**config.mk**
```make
export PLATFORM = sky130hd
export DESIGN_NAME = heading_pid_straight_drive
export DESIGN_NICKNAME = d
export VERILOG_FILES = /design/src/rtl/hpsd_pkg.sv /design/src/rtl/heading_pid_straight_drive.sv
export SDC_FILE = /design/constraint.sdc
export NUM_CORES = 2
export LEC_CHECK = 0
export BUFFER_PORTS_ARGS = -buffer_cell sky130_fd_sc_hd__buf_2
export CORE_MARGIN = 2
export CORE_UTILIZATION = 33
export CTS_CLUSTER_DIAMETER = 40
export DETAILED_ROUTE_END_ITERATION = 8
export PLACE_DENSITY = 0.58
export SLEW_MARGIN = 15
export SYNTH_ARGS = -nofsm -noshare
export SYNTH_HDL_FRONTEND = slang
export SYNTH_SLANG_ARGS = --single-unit
```
**constraint.sdc**
```tcl
create_clock -name clk -period 15.9 [get_ports clk]
set_input_delay 1.59 -clock clk [delete_from_list [all_inputs] [get_ports clk]]
set_output_delay 1.59 -clock clk [all_outputs]
set_load 0.02 [all_outputs]
```
**src/rtl/hpsd_pkg.sv**
```systemverilog
// ----------------------------------------------------------------------------
// hpsd_pkg : shared constants for the straight-run heading controller
// Field widths, fixed-point constants and register indexes.
// ----------------------------------------------------------------------------
package hpsd_pkg;

  // field widths
  localparam int COUNT_BITS = 20;
  localparam int DRIVE_BITS = 8;
  localparam int HEAD_W     = 13;
  localparam int TIME_W     = 20;
  localparam int GAIN_W     = 16;
  localparam int TDIST_W    = 24;
  localparam int SPEED_W    = 16;
  localparam int INTEG_W    = 48;

  // stream packing
  localparam int IN_DATA_W   = HEAD_W + 2 * COUNT_BITS + TIME_W;
  localparam int IN_TDATA_W  = ((IN_DATA_W + 7) / 8) * 8;
  localparam int OUT_DATA_W  = 2 * DRIVE_BITS;
  localparam int OUT_TDATA_W = ((OUT_DATA_W + 7) / 8) * 8;

  // configuration port
  localparam int CFG_IDX_W  = 3;
  localparam int CFG_DATA_W = 24;

  localparam logic [CFG_IDX_W-1:0] CFG_GAIN_P    = 3'd0;
  localparam logic [CFG_IDX_W-1:0] CFG_GAIN_I    = 3'd1;
  localparam logic [CFG_IDX_W-1:0] CFG_GAIN_D    = 3'd2;
  localparam logic [CFG_IDX_W-1:0] CFG_TGT_HEAD  = 3'd3;
  localparam logic [CFG_IDX_W-1:0] CFG_TGT_DIST  = 3'd4;
  localparam logic [CFG_IDX_W-1:0] CFG_DIST_PP   = 3'd5;
  localparam logic [CFG_IDX_W-1:0] CFG_MIN_DRIVE = 3'd6;
  localparam logic [CFG_IDX_W-1:0] CFG_MAX_DRIVE = 3'd7;

  // fixed-point constants
  localparam int HALF_TURN   = 2880;
  localparam int FULL_TURN   = 5760;
  localparam int START_SPEED = 25600;
  localparam int RAMP_STEP   = 333;
  localparam int STOP_SPEED  = 2560;
  localparam int MICROS      = 1000000;

  // serial arithmetic units
  localparam int MUL_W   = 64;
  localparam int MUL_B_W = 20;
  localparam int DIV_W   = 64;
  localparam int REM_W   = 20;

endpackage

```
**src/rtl/heading_pid_straight_drive.sv**
```systemverilog
// ----------------------------------------------------------------------------
// heading_pid_straight_drive : straight-run PID heading controller
// Ramps the run speed, wraps the heading error and steers two wheels.
// ----------------------------------------------------------------------------
// Usage
//   Input stream s_*: tuser is the kind (0 start run, 1 control tick), tdata
//   carries heading, right and left pulse counts and elapsed microseconds.
//   Output stream m_*: one item per input item; tdata holds the two wheel
//   drives, tuser shows the run as active, tlast marks the tick ending it.
//   Configuration is written through cfg_we / cfg_index / cfg_data while idle.
// Sequence
//   A start item or an idle tick goes from the decide step straight to the
//   output step. An active tick runs five passes of a shift-add multiplier,
//   two passes of a restoring divider and 13 single steps. One item is in
//   work at a time; s_tready is high only between items.
// Reset
//   rst clears the run state, the integral and the previous error and loads
//   the register defaults. A stalled result stays in the output register;
//   the next item may be taken meanwhile but waits to deliver until the
//   register is free.
// ----------------------------------------------------------------------------
module heading_pid_straight_drive
  import hpsd_pkg::*;
(
  input  logic                   clk,
  input  logic                   rst,
  // input items
  input  logic                   s_tvalid,
  output logic                   s_tready,
  // tdata: heading, right_pulses, left_pulses, elapsed_us (lowest bit up)
  input  logic [IN_TDATA_W-1:0]  s_tdata,
  // tuser: kind
  input  logic                   s_tuser,
  // result items
  output logic                   m_tvalid,
  input  logic                   m_tready,
  // tdata: left_drive, right_drive (lowest bit up)
  output logic [OUT_TDATA_W-1:0] m_tdata,
  // tuser: running
  output logic                   m_tuser,
  // tlast: run_done
  output logic                   m_tlast,
  // configuration
  input  logic                   cfg_we,
  input  logic [CFG_IDX_W-1:0]   cfg_index,
  input  logic [CFG_DATA_W-1:0]  cfg_data
);

  localparam int SUM_W  = COUNT_BITS + 1;
  localparam int DIST_W = COUNT_BITS + 16;
  localparam int DMAG_W = 50;
  localparam int C_W    = 56;
  localparam int W_W    = 58;

  localparam logic [4:0] ST_IDLE   = 5'd0;
  localparam logic [4:0] ST_DECIDE = 5'd1;
  localparam logic [4:0] ST_MUL    = 5'd2;
  localparam logic [4:0] ST_DIV    = 5'd3;
  localparam logic [4:0] ST_GAP    = 5'd4;
  localparam logic [4:0] ST_RAMP   = 5'd5;
  localparam logic [4:0] ST_ERR    = 5'd6;
  localparam logic [4:0] ST_D2     = 5'd7;
  localparam logic [4:0] ST_D3     = 5'd8;
  localparam logic [4:0] ST_D4     = 5'd9;
  localparam logic [4:0] ST_INT    = 5'd10;
  localparam logic [4:0] ST_I2     = 5'd11;
  localparam logic [4:0] ST_I3     = 5'd12;
  localparam logic [4:0] ST_SUM    = 5'd13;
  localparam logic [4:0] ST_WHEEL  = 5'd14;
  localparam logic [4:0] ST_OUT    = 5'd15;

  // configuration registers
  logic [GAIN_W-1:0]     gain_p, gain_i, gain_d, distance_per_pulse;
  logic [HEAD_W-1:0]     target_heading;
  logic [TDIST_W-1:0]    target_distance;
  logic [7:0]            min_drive, max_drive;

  // run state
  logic [SPEED_W-1:0]    ramp_speed;
  logic [INTEG_W-1:0]    error_integral;
  logic [HEAD_W-1:0]     previous_error;
  logic                  run_active;

  // sequencer
  logic [4:0]            state, ret_state;

  // latched item
  logic                  kind_r;
  logic [HEAD_W-1:0]     heading_r;
  logic [COUNT_BITS-1:0] rp_r, lp_r;
  logic [TIME_W-1:0]     dt_r;

  // shift-add multiplier
  logic [MUL_W-1:0]      mul_a, acc;
  logic [MUL_B_W-1:0]    mul_b;
  logic [4:0]            mul_cnt;

  // restoring divider
  logic [DIV_W-1:0]      div_q;
  logic [REM_W-1:0]      div_d, div_rem;
  logic [5:0]            div_cnt;
  logic [REM_W:0]        div_t;

  // intermediate values
  logic [DIST_W-1:0]     gap;
  logic                  dist_ge, done_r;
  logic [HEAD_W-1:0]     e_r;
  logic                  e_neg, diff_neg, int_neg;
  logic [11:0]           e_mag;
  logic signed [29:0]    pe;
  logic [DMAG_W-1:0]     d_mag;
  logic signed [C_W-1:0] c_r;

  // result register
  logic [DRIVE_BITS-1:0] res_left, res_right;
  logic                  res_running, res_done;
  logic [DRIVE_BITS-1:0] out_left, out_right;

  // combinational helpers
  logic signed [15:0]      h16, t16, e16, e_wrap, diff16;
  logic [31:0]             gap100, s35;
  logic                    near;
  logic [SPEED_W-1:0]      ramp_new;
  logic [32:0]             p4;
  logic signed [INTEG_W:0] p4s, isum;
  logic [INTEG_W-1:0]      int_sat, int_mag;
  logic signed [C_W-1:0]   d_s, i_s;
  logic signed [W_W-1:0]   base, lo, hi, wl, wr, wl_c, wr_c;

  assign s_tready = (state == ST_IDLE);
  assign m_tdata  = OUT_TDATA_W'({out_right, out_left});

  // clamp of a wheel value; below min wins over above max
  function automatic logic signed [W_W-1:0] clamp_w(
    input logic signed [W_W-1:0] w,
    input logic signed [W_W-1:0] l,
    input logic signed [W_W-1:0] u
  );
    logic signed [W_W-1:0] r;
    if (w < l) r = l;
    else if (w > u) r = u;
    else r = w;
    return r;
  endfunction

  // heading error and ramp decisions
  always_comb begin
    h16 = (heading_r > HEAD_W'(HALF_TURN)) ? $signed({3'b0, heading_r}) - 16'sd5760
                                           : $signed({3'b0, heading_r});
    t16 = 16'(signed'(target_heading));
    e16 = t16 - h16;
    if (e16 > 16'sd2880) e_wrap = e16 - 16'sd5760;
    else if (e16 < -16'sd2880) e_wrap = e16 + 16'sd5760;
    else e_wrap = e16;
    diff16 = 16'(signed'(e_wrap[HEAD_W-1:0])) - 16'(signed'(previous_error));

    gap100 = 32'(gap[23:0]) * 32'd100;
    s35    = 32'(target_distance) * 32'd35;
    near   = (gap[DIST_W-1:24] == '0) && (gap100 < s35);
    if (near) ramp_new = (ramp_speed >= SPEED_W'(RAMP_STEP)) ?
                         ramp_speed - SPEED_W'(RAMP_STEP) : '0;
    else ramp_new = ramp_speed;

    p4   = acc[32:0];
    p4s  = e_neg ? -$signed({16'b0, p4}) : $signed({16'b0, p4});
    isum = $signed({error_integral[INTEG_W-1], error_integral}) + p4s;
    if (isum[INTEG_W] != isum[INTEG_W-1])
      int_sat = isum[INTEG_W] ? {1'b1, {(INTEG_W-1){1'b0}}} : {1'b0, {(INTEG_W-1){1'b1}}};
    else
      int_sat = isum[INTEG_W-1:0];
    int_mag = error_integral[INTEG_W-1] ? -error_integral : error_integral;

    d_s = diff_neg ? -$signed(C_W'(d_mag)) : $signed(C_W'(d_mag));
    i_s = int_neg ? -$signed(C_W'(div_q[47:0])) : $signed(C_W'(div_q[47:0]));

    base = $signed({{(W_W-20){1'b0}}, ramp_speed, 4'b0});
    lo   = $signed({{(W_W-20){1'b0}}, min_drive, 12'b0});
    hi   = $signed({{(W_W-20){1'b0}}, max_drive, 12'b0});
    wl   = base + W_W'(c_r);
    wr   = base - W_W'(c_r);
    wl_c = clamp_w(wl, lo, hi);
    wr_c = clamp_w(wr, lo, hi);

    div_t = {div_rem, div_q[DIV_W-1]};
  end

  // configuration writes
  always_ff @(posedge clk) begin
    if (rst) begin
      gain_p             <= 16'd883;
      gain_i             <= 16'd23;
      gain_d             <= 16'd256;
      target_heading     <= '0;
      target_distance    <= '0;
      distance_per_pulse <= 16'd1024;
      min_drive          <= 8'd0;
      max_drive          <= 8'd255;
    end else if (cfg_we) begin
      case (cfg_index)
        CFG_GAIN_P:    gain_p             <= cfg_data[GAIN_W-1:0];
        CFG_GAIN_I:    gain_i             <= cfg_data[GAIN_W-1:0];
        CFG_GAIN_D:    gain_d             <= cfg_data[GAIN_W-1:0];
        CFG_TGT_HEAD:  target_heading     <= cfg_data[HEAD_W-1:0];
        CFG_TGT_DIST:  target_distance    <= cfg_data[TDIST_W-1:0];
        CFG_DIST_PP:   distance_per_pulse <= cfg_data[GAIN_W-1:0];
        CFG_MIN_DRIVE: min_drive          <= cfg_data[7:0];
        CFG_MAX_DRIVE: max_drive          <= cfg_data[7:0];
        default: ;
      endcase
    end
  end

  // output register
  always_ff @(posedge clk) begin
    if (rst) begin
      m_tvalid <= 1'b0;
    end else if (state == ST_OUT && (!m_tvalid || m_tready)) begin
      m_tvalid <= 1'b1;
    end else if (m_tready) begin
      m_tvalid <= 1'b0;
    end
  end

  always_ff @(posedge clk) begin
    if (state == ST_OUT && (!m_tvalid || m_tready)) begin
      out_left  <= res_left;
      out_right <= res_right;
      m_tuser   <= res_running;
      m_tlast   <= res_done;
    end
  end

  // sequencer with control state
  always_ff @(posedge clk) begin
    if (rst) begin
      state          <= ST_IDLE;
      ramp_speed     <= '0;
      error_integral <= '0;
      previous_error <= '0;
      run_active     <= 1'b0;
    end else begin
      case (state)
        ST_IDLE: begin
          if (s_tvalid) state <= ST_DECIDE;
        end
        ST_DECIDE: begin
          if (!kind_r) begin
            ramp_speed <= SPEED_W'(START_SPEED);
            run_active <= (target_distance != '0);
            state      <= ST_OUT;
          end else if (!run_active) begin
            state <= ST_OUT;
          end else begin
            state     <= ST_MUL;
            ret_state <= ST_GAP;
          end
        end
        ST_MUL: begin
          if (mul_cnt == 5'(MUL_B_W - 1)) state <= ret_state;
        end
        ST_DIV: begin
          if (div_cnt == 6'(DIV_W - 1)) state <= ret_state;
        end
        ST_GAP:  state <= ST_RAMP;
        ST_RAMP: begin
          ramp_speed <= ramp_new;
          state      <= ST_ERR;
        end
        ST_ERR: begin
          state     <= ST_MUL;
          ret_state <= ST_D2;
        end
        ST_D2: begin
          state     <= ST_MUL;
          ret_state <= ST_D3;
        end
        ST_D3: begin
          state     <= ST_DIV;
          ret_state <= ST_D4;
        end
        ST_D4: begin
          state     <= ST_MUL;
          ret_state <= ST_INT;
        end
        ST_INT: begin
          error_integral <= int_sat;
          state          <= ST_I2;
        end
        ST_I2: begin
          state     <= ST_MUL;
          ret_state <= ST_I3;
        end
        ST_I3: begin
          state     <= ST_DIV;
          ret_state <= ST_SUM;
        end
        ST_SUM:  state <= ST_WHEEL;
        ST_WHEEL: begin
          previous_error <= e_r;
          run_active     <= !done_r;
          state          <= ST_OUT;
        end
        ST_OUT: begin
          if (!m_tvalid || m_tready) state <= ST_IDLE;
        end
        default: state <= ST_IDLE;
      endcase
    end
  end

  // datapath: item latch, serial units and per-step values
  always_ff @(posedge clk) begin
    case (state)
      ST_IDLE: begin
        kind_r    <= s_tuser;
        heading_r <= s_tdata[HEAD_W-1:0];
        rp_r      <= s_tdata[HEAD_W +: COUNT_BITS];
        lp_r      <= s_tdata[HEAD_W+COUNT_BITS +: COUNT_BITS];
        dt_r      <= s_tdata[HEAD_W+2*COUNT_BITS +: TIME_W];
      end
      ST_DECIDE: begin
        res_left    <= '0;
        res_right   <= '0;
        res_done    <= 1'b0;
        res_running <= !kind_r ? (target_distance != '0) : 1'b0;
        // distance product: pulse sum by travel per pulse
        mul_a   <= MUL_W'(SUM_W'(lp_r) + SUM_W'(rp_r));
        mul_b   <= MUL_B_W'(distance_per_pulse);
        acc     <= '0;
        mul_cnt <= '0;
      end
      ST_MUL: begin
        if (mul_b[0]) acc <= acc + mul_a;
        mul_a   <= {mul_a[MUL_W-2:0], 1'b0};
        mul_b   <= {1'b0, mul_b[MUL_B_W-1:1]};
        mul_cnt <= mul_cnt + 5'd1;
      end
      ST_DIV: begin
        if (div_t >= {1'b0, div_d}) begin
          div_rem <= REM_W'(div_t - {1'b0, div_d});
          div_q   <= {div_q[DIV_W-2:0], 1'b1};
        end else begin
          div_rem <= div_t[REM_W-1:0];
          div_q   <= {div_q[DIV_W-2:0], 1'b0};
        end
        div_cnt <= div_cnt + 6'd1;
      end
      ST_GAP: begin
        dist_ge <= acc[DIST_W:1] >= DIST_W'(target_distance);
        gap     <= (acc[DIST_W:1] >= DIST_W'(target_distance)) ?
                   acc[DIST_W:1] - DIST_W'(target_distance) :
                   DIST_W'(target_distance) - acc[DIST_W:1];
      end
      ST_RAMP: begin
        done_r <= dist_ge || (ramp_new <= SPEED_W'(STOP_SPEED));
      end
      ST_ERR: begin
        e_r      <= e_wrap[HEAD_W-1:0];
        e_neg    <= e_wrap[15];
        e_mag    <= e_wrap[15] ? 12'(-e_wrap) : e_wrap[11:0];
        diff_neg <= diff16[15];
        // derivative: gain by error change
        mul_a    <= MUL_W'(gain_d);
        mul_b    <= MUL_B_W'(diff16[15] ? HEAD_W'(-diff16) : diff16[HEAD_W-1:0]);
        acc      <= '0;
        mul_cnt  <= '0;
      end
      ST_D2: begin
        pe      <= $signed({1'b0, gain_p}) * $signed(e_r);
        mul_a   <= acc;
        mul_b   <= MUL_B_W'(MICROS);
        acc     <= '0;
        mul_cnt <= '0;
      end
      ST_D3: begin
        div_q   <= acc;
        div_d   <= REM_W'(dt_r);
        div_rem <= '0;
        div_cnt <= '0;
      end
      ST_D4: begin
        d_mag   <= (dt_r == '0) ? '0 : div_q[DMAG_W-1:0];
        // integral increment: error by elapsed time
        mul_a   <= MUL_W'(e_mag);
        mul_b   <= MUL_B_W'(dt_r);
        acc     <= '0;
        mul_cnt <= '0;
      end
      ST_I2: begin
        int_neg <= error_integral[INTEG_W-1];
        mul_a   <= MUL_W'(int_mag);
        mul_b   <= MUL_B_W'(gain_i);
        acc     <= '0;
        mul_cnt <= '0;
      end
      ST_I3: begin
        div_q   <= acc;
        div_d   <= REM_W'(MICROS);
        div_rem <= '0;
        div_cnt <= '0;
      end
      ST_SUM: begin
        c_r <= C_W'(pe) + d_s + i_s;
      end
      ST_WHEEL: begin
        res_left    <= DRIVE_BITS'(wl_c[19:12]);
        res_right   <= DRIVE_BITS'(wr_c[19:12]);
        res_running <= !done_r;
        res_done    <= done_r;
      end
      default: ;
    endcase
  end

endmodule

```
== After elaboration in Yosys (flattened, before gate mapping) ==
Cells that the tools add are included.

* Bits in registers: 781
* Output and inout bits: 20

* Add/sub/neg operators: 24
* Multipliers: 3
* $lt $le $gt $ge: 12
* Equality and inequality tests: 33
* Mux-type cells: 50
* Bitwise logic cells: 1
* Reductions and logical operators: 35

{| class="wikitable"
|+ Operator list
! operator !! number
|-
| one-hot mux 64 bit (6 select lines) || 1
|-
| one-hot mux 64 bit (2 select lines) || 2
|-
| 2-to-1 mux 48 bit || 3
|-
| one-hot mux 20 bit (6 select lines) || 1
|-
| > comparator 57 x 21 -> 1 bit || 2
|-
| less-than comparator 57 x 21 -> 1 bit || 2
|-
| 2-to-1 mux 56 bit || 2
|-
| 2-to-1 mux 20 bit || 5
|-
| 2-to-1 mux 16 bit || 6
|-
| one-hot mux 20 bit (2 select lines) || 2
|-
| adder 64 bit || 1
|-
| 2-to-1 mux 64 bit || 1
|-
| one-hot mux 5 bit (12 select lines) || 1
|-
| adder 21 x 56 -> 57 bit || 1
|-
| subtractor 21 x 56 -> 57 bit || 1
|-
| adder 30 x 56 -> 56 bit || 1
|-
| adder 56 bit || 1
|-
| negator 48 -> 56 bit || 1
|-
| negator 50 -> 56 bit || 1
|-
| adder 48 x 49 -> 49 bit || 1
|-
| 2-to-1 mux 49 bit || 1
|-
| negator 33 -> 49 bit || 1
|-
| negator 48 bit || 1
|-
| equality test 5 x 4 -> 1 bit, second input constant || 8
|-
| 65 further kinds || 111
|}

== Longest topological paths before layout ==
* Depth in word-level cells: 10
* Mapped depth: 33
* Depth with buffers taken out: 31

== Worst setup path before layout ==
No wires, ideal clock.

* Kind: reg2out
* Start: register state[0]
* End: output s_tready
* Arrival: 8282 ps
* Slack: 6028 ps
* Cell stages (with the launch flop): 3
* Path buffers: 1
* Path through: dfxtp_1 -> clkbuf_1 -> nor4_1

* Cells in the longest elaborated chain, start to end: 1

{| class="wikitable"
|+ RTL lines
! what !! RTL line !! text
|-
| start: declaration || heading_pid_straight_drive.sv:85 || <nowiki>logic [4:0] state, ret_state;</nowiki>
|-
| start signal: assignment || heading_pid_straight_drive.sv:259 || <nowiki>if (mul_cnt == 5'(MUL_B_W - 1)) state <= ret_state;</nowiki>
|-
| start signal: assignment || heading_pid_straight_drive.sv:262 || <nowiki>if (div_cnt == 6'(DIV_W - 1)) state <= ret_state;</nowiki>
|-
| logical NOT 5 bit || heading_pid_straight_drive.sv:130 || <nowiki>assign s_tready = (state == ST_IDLE);</nowiki>
|-
| end: declaration || heading_pid_straight_drive.sv:29 || <nowiki>output logic s_tready,</nowiki>
|}

No other way between the ends.

== Worst setup path in the final report ==
* Start: register e_r[2]
* End: register pe[29], data pin

* Cells in the longest elaborated chain, start to end: 1

{| class="wikitable"
|+ RTL lines
! what !! RTL line !! text
|-
| start: declaration || heading_pid_straight_drive.sv:107 || <nowiki>logic [HEAD_W-1:0] e_r;</nowiki>
|-
| start signal: assignment || heading_pid_straight_drive.sv:358 || <nowiki>e_r <= e_wrap[HEAD_W-1:0];</nowiki>
|-
| multiplier 17 x 13 -> 30 bit || heading_pid_straight_drive.sv:369 || <nowiki>pe <= $signed({1'b0, gain_p}) * $signed(e_r);</nowiki>
|-
| end signal: assignment || heading_pid_straight_drive.sv:369 ||
|-
| end: declaration || heading_pid_straight_drive.sv:110 || <nowiki>logic signed [29:0] pe;</nowiki>
|}

No other way between the ends.
A chain may end at the register's enable or synchronous reset.

==> impl_results.md <==
- Hold Vio Cnt, Final: 0
- Hold Path Class: register to register
- Most common cell after layout, fill and taps aside: nand2_1
- Count of maximum capacitance violations: 0
- Min-delay src: res_right[5]
- Reg2reg start: e_r[2]
- Top cell type's share of synthesized area: 0.257
- Worst Slack Setup Final: 7920 ps
- Pre-Repair DR Iteration Count: 7
- Max H-tree Level: 4
- Critical Path Sink Type: register
- Post-DR wirelength/cell: 19.0 um
- CP Max Fanout: 17
- Setup bufs post-CTS: 0
- CP required: 16420 ps
- Comb power frac: 0.572
- DP Cell Count: 10203
- Critical Path Start: e_r[2]
- Initial DRC count: 3864
- P_int: 9.29 mW
- P&R area growth vs syn: 13.3%
- Leakage: 32.1 nW
- Post-synth cell types: 92
- Vias in the first global route: 55225
- Reg2reg end: pe[29]
- Total power: 16.9 mW
- Sw power: 7.62 mW
- Pwr/cell area: 221 nW/um2
- Synth warn: 0
- Syn nets: 8663
- Post-route ant nets: 0
- Initial Utilization: 0.331
- R2R depth: 26
- Net Sw Frac: 0.451
- Sequential cell area fraction in the yosys report: 0.316
- Reg2reg setup slack: 7920 ps
- Placed Instance Area: 70900 um2
- Primary FF master, synth: edfxtp_1
- Post-DR vias/cell: 5.27
- Fin. max-slew vios: 0
- End of the critical path: pe[29]
- Total clock sinks: 778
- Post_cts resized: 0
- Cell taking the most area after synthesis: edfxtp_1
- Row count: 166
- Final TNS setup: 0 ps
- Post-synth EDFFs: 578
- Finished Layout Cells: 10493
- Clock power frac: 0.202
- Synth Area per Inst: 8.84 um2
- Fin Clk Skew: 87.5 ps
- Min Clock Period, post-route: 7980 ps
- CP arrival: 8500 ps
- Detail Placement HPWL: 155000 um
- Total grt overflow: 0
- CTS max path bufs: 3
- Yosys reg bits: 778
- # port buffers: 125
- Die Span Y: 456 um
- Via Count: 55260
- RSZ-0062 raised after global routing: no
- I/O pins: 133
- Design area: 76500 um2
- Hold_buf cts: 0
- Antenna violations before repair: 8
- Routed wire length: 200000 um
- Fin nets: 8691
- Die ar.: 208000 um2
- Worst-path clk slew: 50 ps
- First-pass GRT wire length: 312000 um
- # setup viols final: 0
- Normalized max-slew margin: 0.201
- CTS buffer count: 154
- Root buf cell: clkbuf_16
- Clk_lat worst skew: 810 ps
- Core ar.: 204000 um2
- Pre-CTS WS: 8040 ps
- Cells on Worst Hold Path: 0
- Maximum VDD drop: 0.249 mV
- Flop pwr share: 0.226
- Layout cells sized above 1: 0.0727
- Netlist Area Pre-Place: 67500 um2
- Largest net degree at the start of global routing: 118
- CTS tree: built
- Startpoint Class: register
- Least-Margin Pin Slew: 1190 ps
- Fmax: 125 MHz
- Status: completed
- Ranking of synthesized cells by area: edfxtp_1 (26%), ha_1 (12%), fa_1 (7.6%), dfxtp_1 (5.9%), nand2_1 (4.8%)
- Kind of critical path: register to register
- Most frequent cells in the layout: nand2_1 (870), inv_1 (757), ha_1 (649), edfxtp_1 (578), a21oi_1 (557)
- Fin crit share: 0.502
- DRC: 0
- Final RePlAce weighted congestion: 0.899
- GRT Total Usage: 0.189
- Post-Syn Instances: 7643
- Die width: 456 um
- Asr flop ratio synth: 0
==> power groups by stage <==
stage	combinational, mW	clock (mW)	sequential (mW)
2_1_floorplan	7.32	0	3.61
3_3_place_gp	9.48	0	3.83
3_5_place_dp	9.61	0	3.84
4_1_cts	9.69	3.48	3.81
5_1_grt	10.9	3.58	3.87
6_report	9.68	3.42	3.81
==> logic make-up after synthesis <==
kind of cell,Yosys count,share of synthesized area
adders and majority gates,914,0.198
and+or+nand+nor,2358,0.167
AOI/OAI and AO/OA,1930,0.182
muxes,48,0.00724
DFF,778,0.316
xor gates and xnor gates,533,0.0691
buffers and inverters,1082,0.0603
==> final cells by class <==
cell class	instances	area [um2]
well taps	2688	3360
multi-input cells	5783	42200
inverters	762	2860
flip-flops and latches	778	21400
clock inverters	116	1540
clock buffers	172	4030
repair buffers	192	1130
diodes	2	5.00
fillers	20549	127000
==> worst min-delay path by stage <==
stage / end / slack, ps
CTS: out_right[5] / 420
global route: out_right[5] / 430
detailed placement: out_right[5] / 410
finish: out_right[5] / 420
floorplan: m_tlast / 400
global placement: m_tuser / 410
==> per-stage QoR <==
| step | utilization | hold slack [ps] |
|---|---|---|
| final | 0.375 | 418 |
| after global routing | 0.375 | 427 |
| after CTS | 0.375 | 422 |
| after detailed placement | 0.348 | 408 |
| after global placement | 0.348 | 407 |
| after floorplan | - | 400 |
==> critical path, stage by stage (launching register included) <==
cell and delay [ps]:
edfxtp_1 1020, nand2_1 180, fa_1 550, inv_1 60, fa_1 530, inv_1 50
fa_1 500, inv_1 50, ha_1 260, inv_1 50, fa_1 530, inv_1 40
ha_1 280, ha_1 340, a21o_1 170, a21oi_1 210, o21bai_1 90, a21oi_1 230
o21bai_1 110, a41o_1 260, o41ai_1 580, o21ai_0 330, o41a_1 400, a41oi_1 360
o21ai_0 140, a21oi_1 210, xnor2_1 110
==> sequential cells by signal, indices dropped and copies added, names as in the netlist, 24 cells and up <==
name and flops:
mul_a 64, div_q 64, acc 64, error_integral 48, c_r 56, gap 36
d_mag 50, target_distance 24, pe 30
==> cells in the mapped netlist, types with 48 or more instances <==
| cell | n |
|---|---|
| a211oi_1 | 92 |
| a21o_1 | 161 |
| a21oi_1 | 560 |
| a22oi_1 | 72 |
| a31oi_1 | 48 |
| and2_1 | 100 |
| clkbuf_1 | 295 |
| dfxtp_1 | 200 |
| edfxtp_1 | 578 |
| fa_1 | 258 |
| ha_1 | 649 |
| inv_1 | 757 |
| nand2_1 | 870 |
| nand2b_1 | 100 |
| nand3_1 | 114 |
| nand4_1 | 80 |
| nor2_1 | 504 |
| nor2b_1 | 137 |
| nor3_1 | 132 |
| o21a_1 | 75 |
| o21ai_0 | 434 |
| o21bai_1 | 70 |
| o31ai_1 | 97 |
| or3_1 | 76 |
| xnor2_1 | 288 |
| xor2_1 | 245 |
==> routing by layer <==
layer	global-route usage	up-vias	wire length, um
li1	-	26986	-
met1	0.248	26539	89200
met2	0.315	1426	92900
met3	0.0270	309	10700
met4	0.0672	0	6880
met5	0	-	0
Note: power is estimated with default switching activity, not from simulation.
